==> src/rtl/oibo_pkg.sv <==
// package: types and constants shared by the offset-ordering chain
`timescale 1ns / 1ps

package oibo_pkg;

  localparam int MaxDocs = 64;
  localparam int OffW    = 64;
  localparam int IdW     = 6;
  localparam int CntW    = $clog2(MaxDocs + 1);

  typedef struct packed {
    logic [OffW-1:0] offset;
    logic            last;
  } in_t;

  typedef struct packed {
    logic [IdW-1:0] doc_id;
    logic           last_out;
    logic           overflow;
    logic           empty_res;
  } out_t;

  typedef struct packed {
    logic            full;
    logic [IdW-1:0]  id;
    logic [OffW-1:0] offset;
  } cell_t;

  typedef struct packed {
    logic ins;
    logic shift;
  } cell_ctrl_t;

  typedef enum logic [1:0] {
    StLoad  = 2'b01,
    StDrain = 2'b10
  } state_e;

endpackage

==> src/rtl/oibo_cell.sv <==
// one cell of the insertion chain: holds one entry, compares against the new one
`timescale 1ns / 1ps

module oibo_cell (
  input  logic                clk_i,
  input  logic                rst_ni,
  input  oibo_pkg::cell_ctrl_t ctrl_i,
  input  oibo_pkg::cell_t     new_i,
  input  oibo_pkg::cell_t     prev_i,
  input  logic                prev_keep_i,
  input  oibo_pkg::cell_t     next_i,
  output oibo_pkg::cell_t     cell_o,
  output logic                keep_o
);

  logic                      full_q, full_d;
  logic [oibo_pkg::IdW-1:0]  id_q, id_d;
  logic [oibo_pkg::OffW-1:0] offset_q, offset_d;
  logic                      keep;

  // entry stays put if it sorts before the new one (ties: older id first)
  assign keep = full_q && (offset_q <= new_i.offset);

  always_comb begin
    full_d   = full_q;
    id_d     = id_q;
    offset_d = offset_q;
    if (ctrl_i.shift) begin
      full_d   = next_i.full;
      id_d     = next_i.id;
      offset_d = next_i.offset;
    end else if (ctrl_i.ins && !keep) begin
      if (prev_keep_i) begin
        full_d   = 1'b1;
        id_d     = new_i.id;
        offset_d = new_i.offset;
      end else begin
        full_d   = prev_i.full;
        id_d     = prev_i.id;
        offset_d = prev_i.offset;
      end
    end
  end

  always_ff @(posedge clk_i or negedge rst_ni) begin
    if (!rst_ni) begin
      full_q <= 1'b0;
    end else begin
      full_q <= full_d;
    end
  end

  always_ff @(posedge clk_i) begin
    id_q     <= id_d;
    offset_q <= offset_d;
  end

  assign cell_o = '{full: full_q, id: id_q, offset: offset_q};
  assign keep_o = keep;

endmodule

==> config.mk <==
export PLATFORM = sky130hd
export DESIGN_NAME = oibo_cell
export DESIGN_NICKNAME = d
export VERILOG_FILES = /design/src/rtl/oibo_pkg.sv /design/src/rtl/oibo_cell.sv
export SDC_FILE = /design/constraint.sdc
export NUM_CORES = 1
export LEC_CHECK = 0
export ABC_AREA = 1
export ABC_CLOCK_PERIOD_IN_PS = 2600
export BUFFER_PORTS_ARGS = -buffer_cell sky130_fd_sc_hd__buf_2
export CORE_ASPECT_RATIO = 1.75
export CORE_MARGIN = 2
export CORE_UTILIZATION = 41
export DETAILED_ROUTE_END_ITERATION = 7
export GPL_TIMING_DRIVEN = 0
export PLACE_DENSITY_LB_ADDON = 0.1
export SLEW_MARGIN = 20
export SYNTH_ARGS = -nofsm -noshare
export SYNTH_HDL_FRONTEND = slang
export SYNTH_SLANG_ARGS = --single-unit
==> constraint.sdc <==
create_clock -name clk_i -period 2.6 [get_ports clk_i]
set_input_delay 0.13 -clock clk_i [delete_from_list [all_inputs] [get_ports clk_i]]
set_output_delay 0.13 -clock clk_i [all_outputs]
set_load 0.01 [all_outputs]
-- Word-level counts from Yosys, hierarchy flattened
Index checks and enable logic that the tools add are counted.
- output and inout bits: 72
- register bits: 71
- mux-type cells: 9
- reduce and logical (&&, ||, !) cells: 4
- order comparisons: 1
- operators with widths (kind ; count):
    $mux W64 ; 3
    $le A64 B64 Y1 ; 1
    $mux W6 ; 3
    $mux W1 ; 3
    $logic_and A1 B1 Y1 ; 2
    $reduce_bool A2 Y1 ; 1
    $logic_not A1 Y1 ; 1

-- Longest topological paths before layout
Gate-level depths: netlist (run 1).
- depth after elaboration: 6
- mapped depth: 19

-- Worst setup path after synthesis (run 1)
No wires, ideal clock.
- kind: reg2reg
- from: reg offset_q[39] (netlist name)
- to: reg id_q[0] (netlist name) (enable)
- clock period less this slack: 2.798 ns
- setup time: 0.398 ns
- stages on the path, launching flop included: 13
- data required time: 2.202 ns
- slack: -0.198 ns
- arrival: 2.400 ns
- cells stage by stage: edfxtp_1 -> ha_1 -> nand2_1 -> nor2_2 -> nand4_1 -> nor2_4 -> nand2_1 -> o21bai_1 -> nand2_1 -> nand2_1 -> nand2_2 -> nand2_2 -> nand2_2
- word-level cells in the longest chain between the ends: 5
- RTL lines (what ; RTL line ; text):
    start, declared ; oibo_cell.sv:18 ; logic [oibo_pkg::OffW-1:0] offset_q, offset_d;
    start signal, assigned ; oibo_cell.sv:55 ; offset_q <= offset_d;
    $le A64 B64 Y1 ; oibo_cell.sv:22 ; assign keep = full_q && (offset_q <= new_i.offset);
    $logic_and A1 B1 Y1 ; oibo_cell.sv:22 ;
    $logic_not A1 Y1 ; oibo_cell.sv:32 ; end else if (ctrl_i.ins && !keep) begin
    $logic_and A1 B1 Y1 ; oibo_cell.sv:32 ;
    $reduce_bool A2 Y1 (no line) ; n/a ;
    end signal, assigned ; oibo_cell.sv:54 ; id_q <= id_d;
    end, declared ; oibo_cell.sv:17 ; logic [oibo_pkg::IdW-1:0] id_q, id_d;
No other way between the ends.
A chain may end at the register's enable or synchronous reset.

-- Worst setup path after layout (run 1)
- from: reg offset_q[31] (netlist name)
- to: reg offset_q[7] (netlist name) (enable)
- word-level cells in the longest chain between the ends: 5
- RTL lines (what ; RTL line):
    $le A64 B64 Y1 ; oibo_cell.sv:22
    $logic_and A1 B1 Y1 ; oibo_cell.sv:22
    $logic_not A1 Y1 ; oibo_cell.sv:32
    $logic_and A1 B1 Y1 ; oibo_cell.sv:32
    $reduce_bool A2 Y1 (no line) ; n/a
No other way between the ends.

==> results.txt, run 1 <==
The run finished with clean final reports. The total length of routed wires is 18.0 mm. Yosys attributes the largest share of cell area to sky130_fd_sc_hd__edfxtp_1 39%, sky130_fd_sc_hd__ha_1 15%, sky130_fd_sc_hd__nand2_1 15%. The critical path start-end classification is flop to flop. Routed signal wires occupy layers up through met5. Power comes to 3.77 mW. The number of standard-cell rows in the floorplan came out at 55. After filler insertion, the fill cell instance count of the layout stands at 1304.

In this run the worst path has a maximum fanout of 9. The pin count of the biggest net entering global routing is 37. The synthesized area divided by synthesized cell count is 7.72 µm².

The H-tree generated during clock tree synthesis spans 3 levels. After routing, the total negative slack on setup checks comes to 0 ns. The final worst-path cycle share came out at 0.939. The final critical-path required period came out at 2.44 ns. The power density relative to cell area came out at 506 mW/mm². The total iterations of the first detailed-routing run is 4. The hold violation count in the final report came to 0. The remaining global-route overflow came out at 0.

The worst path arrival time is 2.47 ns. STA puts the critical path data required time at 2.63 ns. The static leakage power is 3.94 nW. The number of max-cap violations is 0. The clock sink count is 71.

The count of final max-slew check failures is 0. The routed via count came out at 5749. The horizontal die dimension is 90.3 µm. The wire length on met2 came out at 9.76 mm. The synthesis-to-finish area growth came out at 39.6%.

The maximum resistive drop on vdd is 399 µV. The vias per cell is 4.89. The maximum clock frequency came out at 409 MHz. In the synthesized netlist, the number of instances is 692. Across all register-to-register paths, the minimum setup slack is 0.16 ns. The synthesized cell area is 0.00534 mm². The final layout net count came out at 1279. For this run, the number of Yosys warnings is 0.

The post-route antenna net violation count is 0. After clock tree synthesis, the clock-pin slew on the worst setup and hold paths is 0.06 ns. The initial antenna violation count is 3. The floorplan step set the die height to 155 µm. The number of nets in the synthesized netlist is 974. The number of distinct library cells after synthesis came out at 27. The initial core utilization came out at 0.417. The via count of the first global-routing pass is 5803.

The min-delay analysis places its worst path in the category input port to flop. The transition time at the pin with the least slew margin is 0.780 ns. The count of unresolved DRC violations after routing came out at 0. The global routing usage summed across all routing layers is 0.245. The synthesized design contains 71 register bits. The clock passes through at most 2 buffers. The clock skew is 0.00671 ns. During placement, the flow inserted port buffers numbering 286. After routing the design area is 0.00746 mm². After legalization and detailed placement, the total HPWL measured 13.6 mm. The worst setup path is captured at a flop. The kind of launch point of the worst setup path is a flop. The total core area is 0.0128 mm². The die outline area came out at 0.0140 mm². Routability-driven placement finished with a final weighted congestion of 0.834. The fraction of layout instances using a drive strength above 1 is 0.339. The amount of wire on met3 after detailed routing is 1.15 mm. The top-area cell type share of the netlist area is 0.393. The worst pin sits at a relative slew slack of 0.479. TritonCTS built the clock tree.

The first routing iteration left 199 violations. The count of endpoints failing setup in the final report came out at 0. The global-route wire length before repair is 27.3 mm. For this run, the register share of the synthesized area comes to 0.398. Clock tree synthesis selected as its root buffer the cell sky130_fd_sc_hd__clkbuf_16. For this block, wires on met1 add up to 6.47 mm. The detail-routed net length per standard cell came out at 15.4 µm.

sky130_fd_sc_hd__edfxtp_1 takes more of the synthesized area than any other cell. The later-pin clock latency in the skew report is 0.33 ns. The placement-stage cell area is 0.00699 mm². The clock buffer count from CTS is 9.

In this run the count of I/O pins placed on the die edge is 290.
[Yosys cell counts]
| cell type | number |
|---|---|
| sky130_fd_sc_hd__a21o_1 | 4 |
| sky130_fd_sc_hd__a21oi_1 | 42 |
| sky130_fd_sc_hd__a21oi_2 | 1 |
| sky130_fd_sc_hd__buf_2 | 7 |
| sky130_fd_sc_hd__buf_4 | 1 |
| sky130_fd_sc_hd__buf_6 | 1 |
| sky130_fd_sc_hd__clkbuf_1 | 21 |
| sky130_fd_sc_hd__clkbuf_8 | 1 |
| sky130_fd_sc_hd__clkinv_1 | 2 |
| sky130_fd_sc_hd__dfrtp_1 | 1 |
| sky130_fd_sc_hd__edfxtp_1 | 70 |
| sky130_fd_sc_hd__ha_1 | 64 |
| sky130_fd_sc_hd__inv_1 | 79 |
| sky130_fd_sc_hd__inv_2 | 10 |
| sky130_fd_sc_hd__nand2_1 | 213 |
| sky130_fd_sc_hd__nand2_2 | 6 |
| sky130_fd_sc_hd__nand3_1 | 5 |
| sky130_fd_sc_hd__nand4_1 | 4 |
| sky130_fd_sc_hd__nor2_1 | 24 |
| sky130_fd_sc_hd__nor2_2 | 4 |
| sky130_fd_sc_hd__nor2_4 | 1 |
| sky130_fd_sc_hd__nor3b_1 | 1 |
| sky130_fd_sc_hd__nor4_1 | 1 |
| sky130_fd_sc_hd__o21a_1 | 1 |
| sky130_fd_sc_hd__o21ai_0 | 117 |
| sky130_fd_sc_hd__o21ai_1 | 10 |
| sky130_fd_sc_hd__o21bai_1 | 1 |
[area by class of cell]
cell class	instances	area, µm²	share of cell area
inverters	91	342	0.0458
well taps	171	214	0.0287
diodes	2	5.00	0.000671
clock buffers	11	233	0.0312
multi-input cells	506	2900	0.389
clock inverters	5	48.8	0.00654
flip-flops and latches	71	2130	0.285
repair buffers	287	1440	0.193
plain buffers	31	146	0.0196
[worst max-delay path, cell delays in order, from the launching register on]
cell                       delay, ns
sky130_fd_sc_hd__edfxtp_1       0.40
sky130_fd_sc_hd__ha_1           0.32
sky130_fd_sc_hd__nand2_1        0.08
sky130_fd_sc_hd__inv_2          0.06
sky130_fd_sc_hd__nand2_2        0.06
sky130_fd_sc_hd__nor2_2         0.15
sky130_fd_sc_hd__nand2_2        0.11
sky130_fd_sc_hd__nor2_2         0.13
sky130_fd_sc_hd__nand2_2        0.05
sky130_fd_sc_hd__nand2_1        0.08
sky130_fd_sc_hd__o21bai_1       0.07
sky130_fd_sc_hd__nand2_1        0.06
sky130_fd_sc_hd__nand2_1        0.06
sky130_fd_sc_hd__nand2_2        0.12
sky130_fd_sc_hd__nand2_8        0.19
sky130_fd_sc_hd__nand2_8        0.20
[worst paths after layout]
check	startpoint	endpoint	cells past startpoint
min reg2reg	full_q$_DFFE_PN0P_	full_q$_DFFE_PN0P_	2
min	next_i[57]	offset_q[57]$_DFFE_PP_	3
max in group asynchronous	rst_ni	full_q$_DFFE_PN0P_	2
max reg2reg	offset_q[31]$_DFFE_PP_	offset_q[7]$_DFFE_PP_	15
min in group asynchronous	rst_ni	full_q$_DFFE_PN0P_	2
max	offset_q[31]$_DFFE_PP_	offset_q[7]$_DFFE_PP_	15
[through the flow]
stage	hold WS [ns]	instances	util	setup WS (ns)
5_1_grt	0.0770	1175	0.583	-0.00798
4_1_cts	0.0637	1167	0.571	0.0385
3_3_place_gp	-0.0945	1149	0.546	-0.307
2_1_floorplan	-0.166	692	-	0.163
6_report	0.0778	1175	0.583	0.157
3_5_place_dp	-0.0886	1149	0.546	-0.329
[timing repair]
action,CTS,global route
pin swaps,1,6
setup buffers,0,0
gates cloned,1,6
endpoints found under the hold margin,1,0
endpoints found under the setup margin,71,71
hold buffers,1,0
gates resized for setup,2,10
[routing by layer]
layer | up-vias | GRT usage
met5 | - | 0
met1 | 2577 | 0.246
li1 | 2922 | -
met3 | 39 | 0.0552
met4 | 2 | 0.0945
met2 | 209 | 0.481
[cell usage in the layout, fill, tap and decap left out, types with 2 or more instances in the layout]
master	count
sky130_fd_sc_hd__nand2_8	9
sky130_fd_sc_hd__buf_2	293
sky130_fd_sc_hd__a21oi_1	42
sky130_fd_sc_hd__inv_1	79
sky130_fd_sc_hd__nor2_2	5
sky130_fd_sc_hd__nor2_1	23
sky130_fd_sc_hd__ha_1	64
sky130_fd_sc_hd__diode_2	2
sky130_fd_sc_hd__nand2_2	4
sky130_fd_sc_hd__nand4_1	4
sky130_fd_sc_hd__edfxtp_1	70
sky130_fd_sc_hd__nand3_1	5
sky130_fd_sc_hd__o21ai_0	117
sky130_fd_sc_hd__inv_2	10
sky130_fd_sc_hd__clkbuf_1	23
sky130_fd_sc_hd__o21ai_1	10
sky130_fd_sc_hd__a21o_1	4
sky130_fd_sc_hd__clkinv_2	3
sky130_fd_sc_hd__clkinv_1	3
sky130_fd_sc_hd__nand2_1	213
sky130_fd_sc_hd__clkbuf_16	9
[state kept, by name, indices dropped and copies added, names as in the netlist]
signal	count
full_q	1
id_q	6
offset_q	64
[where the power goes]
group	internal, mW	switching [mW]	leakage (nW)
clock network	0.736	0.478	0.141
registers	1.42	0.0648	0.724
logic	0.445	0.625	3.08
[logic make-up (layout without fill, tap and decap cells)]
group / count (synthesis) / count (layout) / synth area share
DFF: 71 / 71 / 0.398
other: 0 / 2 / 0
buffers and inverters: 122 / 425 / 0.0913
AOI/OAI and AO/OA: 176 / 176 / 0.168
and+or+nand+nor: 259 / 266 / 0.192
adders and majority gates: 64 / 64 / 0.150
Note: power is estimated with default switching activity, not from simulation.
==> inputs of run 2 (changes only) <==
--- a/config.mk
+++ b/config.mk
@@ -5,7 +5,7 @@
 export SDC_FILE = /design/constraint.sdc
 export NUM_CORES = 1
 export LEC_CHECK = 0
-export ABC_AREA = 1
+export ABC_AREA = 0
 export ABC_CLOCK_PERIOD_IN_PS = 2600
 export BUFFER_PORTS_ARGS = -buffer_cell sky130_fd_sc_hd__buf_2
 export CORE_ASPECT_RATIO = 1.75
==> run 2 against run 1 <==
  * The run now ends with negative setup slack left
  * Non-clock buffer count up 14
  * Via count down 8.2%
  * Fmax down 26%
  * Die area down 2.3%
  * Combinational power up 18%
  * Register-to-register slack worse by 0.85 ns
  * Hold slack worse by 0.0072 ns
  * Area after synthesis down 2.4%
  * Synthesized cell count down 21%
  * Largest cell class unchanged
==> results.txt, run 2 <==
The number of max-cap violations came out at 0 (unchanged). The pin count of the biggest net entering global routing came out at 19 (-49%). The clock edge transition at the registers on the reported setup and hold paths came out at 0.06 ns (about the same). The count of unresolved DRC violations after routing came out at 0 (unchanged). The routed via count is 5276 (-8.2%).

The global routing usage summed across all routing layers came out at 0.249 (+0.00411). The power density relative to cell area came out at 524 mW/mm² (+3.7%). The first element of the critical path is offset_q[38]$_DFFE_PP_.

Leaving out fill and tap cells, the most frequent cells in the layout are 285 x sky130_fd_sc_hd__buf_2, 85 x sky130_fd_sc_hd__nand2_1, 81 x sky130_fd_sc_hd__o21ai_0, 70 x sky130_fd_sc_hd__mux2i_1, 70 x sky130_fd_sc_hd__edfxtp_1. In the synthesized netlist the dominant register cell turns out to be sky130_fd_sc_hd__edfxtp_1. The buffer levels on the longest clock path came out at 2 (unchanged). The number of standard-cell rows in the floorplan came to 54 (-1.8%). The antenna diode count is 0 (-2). Setup repair after global routing could not meet its margin everywhere. The total length of routed wires is 16.9 mm (-6.2%). The worst register-to-register path begins at offset_q[38]$_DFFE_PP_. The worst setup path is launched from a flop. The clock buffer count from CTS is 9 (unchanged). The final RePlAce weighted congestion came out at 0.850 (+1.9%). The min-delay analysis places its worst path in the category input port to flop. The logic depth of the worst register-to-register path came out at 9 (-6). The clock skew is 0.0103 ns (+0.00356 ns).

The initial core utilization came out at 0.419 (+0.00188). After synthesis, the most frequently instantiated cells are 87 x sky130_fd_sc_hd__nand2_1, 81 x sky130_fd_sc_hd__o21ai_0, 70 x sky130_fd_sc_hd__edfxtp_1, 70 x sky130_fd_sc_hd__mux2i_1, 67 x sky130_fd_sc_hd__inv_1. The transition time at the pin with the least slew margin came out at 0.781 ns (+0.000348 ns). The worst setup slack for register-to-register paths came to -0.69 ns (-0.85 ns). The hold violation count in the final report came out at 0 (unchanged). The biggest area contributor in the post-synthesis netlist is sky130_fd_sc_hd__edfxtp_1. The violation count after the first detailed-routing iteration came out at 161 (-19%). The global-route wire length before repair is 26.4 mm (-3.2%). The critical path start-end classification is flop to flop. The largest registers in the layout are offset_q: 64 flops, id_q: 6 flops, full_q: 1 flops.

The final worst-path setup slack is -0.694 ns (-0.851 ns). The via count of the first global-routing pass came to 5632 (-2.9%). The die outline area came out at 0.0137 mm² (-2.3%). The later-pin clock latency in the skew report is 0.34 ns (about the same). The destination of the critical timing path is offset_q[32]$_DFFE_PP_. The synthesis-to-finish area growth is 46.5%. The fraction of met2 tracks used by global routing is 0.467 (-0.0145). The remaining global-route overflow came out at 0 (unchanged).

The final reports fail on negative setup slack. The final critical-path required period came out at 3.29 ns (+0.851 ns). The post-route total power came out at 4.00 mW (+6.1%). The count of final max-slew check failures is 0 (unchanged).

The run finished, with violations left. The number of synthesized flops with an enable pin came out at 70 (unchanged). The initial antenna violation count came out at 0 (-3).

The number of distinct library cells after synthesis came out at 32 (+19%). The top-area cell type share of the netlist area is 0.403 (+0.00982). The worst path arrival time was 3.38 ns (+0.91 ns). The vertical die dimension came out at 153 µm (-1.2%). The worst register-to-register path ends at offset_q[32]$_DFFE_PP_. The tree is rooted in a sky130_fd_sc_hd__clkbuf_16. The required time of the critical path is 2.69 ns (+0.06 ns).

The number of synthesized register bits came out at 71 (unchanged). The register with the most flip-flops in the final layout is offset_q. The final worst-path cycle share is 1.27 (+0.327). The vias per cell is 5.08 (+3.8%). The detailed placer's ending HPWL was 13.9 mm (+2.3%).

The count of endpoints failing setup in the final report is 72 (+72). The proportion of synthesized flip-flops having asynchronous set or reset came out at 0.0141 (unchanged). The final layout net count came out at 1148 (-10%).

The fraction of layout instances using a drive strength above 1 was 0.387 (+0.0476). The maximum clock frequency came out at 304 MHz (-26%). In this run the most used layer during global routing was met2.

The portion of the post-synthesis area used by sequential elements is 0.408 (+0.00994). Ranked by total cell area, the synthesized netlist is headed by sky130_fd_sc_hd__edfxtp_1 40%, sky130_fd_sc_hd__ha_1 15%, sky130_fd_sc_hd__mux2i_1 13%. The synthesized area divided by synthesized cell count was 9.51 µm² (+23%). The net count after synthesis came out at 830 (-15%). The worst slew margin relative to its limit came out at 0.479 (+0.000526). The maximum net fanout on the critical path is 18 (+9). The total iterations of the first detailed-routing run is 4 (unchanged). The count of yosys warnings during synthesis is 0 (unchanged). The static leakage power was 3.90 nW (-0.94%).

The synthesized cell area came to 0.00521 mm² (-2.4%). The element type at the critical path end is a flop. The met1 global-route usage came out at 0.258 (+0.0122). The clock sink count came out at 71 (unchanged). The TritonCTS clock tree is built. The post-route antenna net violation count is 0 (unchanged). The number of flip-flops under the largest register name is 64 (unchanged). The boundary pin count is 290 (unchanged). The fraction of met3 tracks used by global routing is 0.0545 (-0.000670). The horizontal die dimension came out at 89.2 µm (-1.2%). The total of buffers placed on input and output ports was 286 (unchanged). Leaving out fill and tap cells, the most frequent cell in the layout is sky130_fd_sc_hd__buf_2. The most common cell in the synthesized netlist is sky130_fd_sc_hd__nand2_1. The cell count after synthesis was 548 (-21%). The depth of the CTS H-tree came to 3 (unchanged). The pre-CTS setup slack is -1.00 ns (-0.673 ns). The detail-routed net length per standard cell came to 16.3 µm (+6.1%).

The total core area came out at 0.0124 mm² (-2.9%). The maximum resistive drop on vdd is 325 µV (-18%).
-- run 2: layout make-up --
class | count | area, µm²
Fill cell | 1151 | 4800
Inverter | 67 | 251
Clock buffer | 9 | 225
Sequential cell | 71 | 2130
Clock inverter | 7 | 63.8
Buffer | 25 | 97.6
Multi-Input combinational cell | 385 | 2880
Tap cell | 168 | 210
Timing Repair Buffer | 307 | 1780
-- run 2: metrics by stage --
step | TNS (ns) | hold slack, ns | utilization | instance area [µm²] | cells
after floorplan | -96.12 | -0.166 | - | 5290 | 548
after global placement | -142.40 | -0.0941 | 0.557 | 6930 | 1002
after detailed placement | -59.85 | -0.0880 | 0.564 | 7010 | 1005
after CTS | -49.09 | 0.0531 | 0.606 | 7530 | 1033
after global routing | -51.57 | 0.0775 | 0.614 | 7630 | 1039
final | -47.52 | 0.0707 | 0.614 | 7630 | 1039
-- run 2: repair_timing --
action | CTS | global route
hold endpoints to repair | 1 | 0
gates cloned | 4 | 1
pin swaps | 2 | 4
setup endpoints to repair | 72 | 72
resized for setup | 11 | 5
hold buffers | 1 | 0
setup buffers | 7 | 5
-- run 2: power by group --
| part | internal, mW | switching [mW] | total (mW) |
|---|---|---|---|
| Combinational | 0.614 | 0.648 | 1.26 |
| Clock | 0.732 | 0.474 | 1.21 |
| Sequential | 1.45 | 0.0820 | 1.53 |
| Total | 2.80 | 1.20 | 4.00 |
-- run 2: cell families after synthesis --
group,after synthesis,share of synthesized area
adder cells (fa/ha/maj),64,0.154
buffers and inverters,92,0.0670
multiplexers,70,0.134
AND/OR/NAND/NOR,124,0.105
AO/OA/AOI/OAI,127,0.132
flip-flops,71,0.408
-- run 2: worst max-delay path: stages, from the launching register on --
cell	delay, ns
sky130_fd_sc_hd__edfxtp_1	0.44
sky130_fd_sc_hd__ha_4	0.30
sky130_fd_sc_hd__nand4_1	0.12
sky130_fd_sc_hd__or4_4	0.53
sky130_fd_sc_hd__or4_4	0.53
sky130_fd_sc_hd__or4_4	0.56
sky130_fd_sc_hd__nand2_4	0.09
sky130_fd_sc_hd__a31oi_4	0.12
sky130_fd_sc_hd__buf_16	0.18
sky130_fd_sc_hd__buf_12	0.16
-- run 2: how the worst min path moves through the flow --
stage	start	end	slack, ns	cells after the start
detailed placement	rst_ni	full_q$_DFFE_PN0P_	-0.09	1
floorplan	rst_ni	full_q$_DFFE_PN0P_	-0.17	0
global placement	rst_ni	full_q$_DFFE_PN0P_	-0.09	1
global route	next_i[44]	offset_q[44]$_DFFE_PP_	0.08	3
CTS	next_i[43]	offset_q[43]$_DFFE_PP_	0.05	3
finish	next_i[64]	id_q[0]$_DFFE_PP_	0.07	3
-- run 2: per-layer routing --
metal	share of wire	wire length, µm	up-vias
met1	0.36	6040	2452
met2	0.56	9450	193
met5	0	0	-
li1	-	-	2604
met4	0.022	367	0
met3	0.063	1070	27
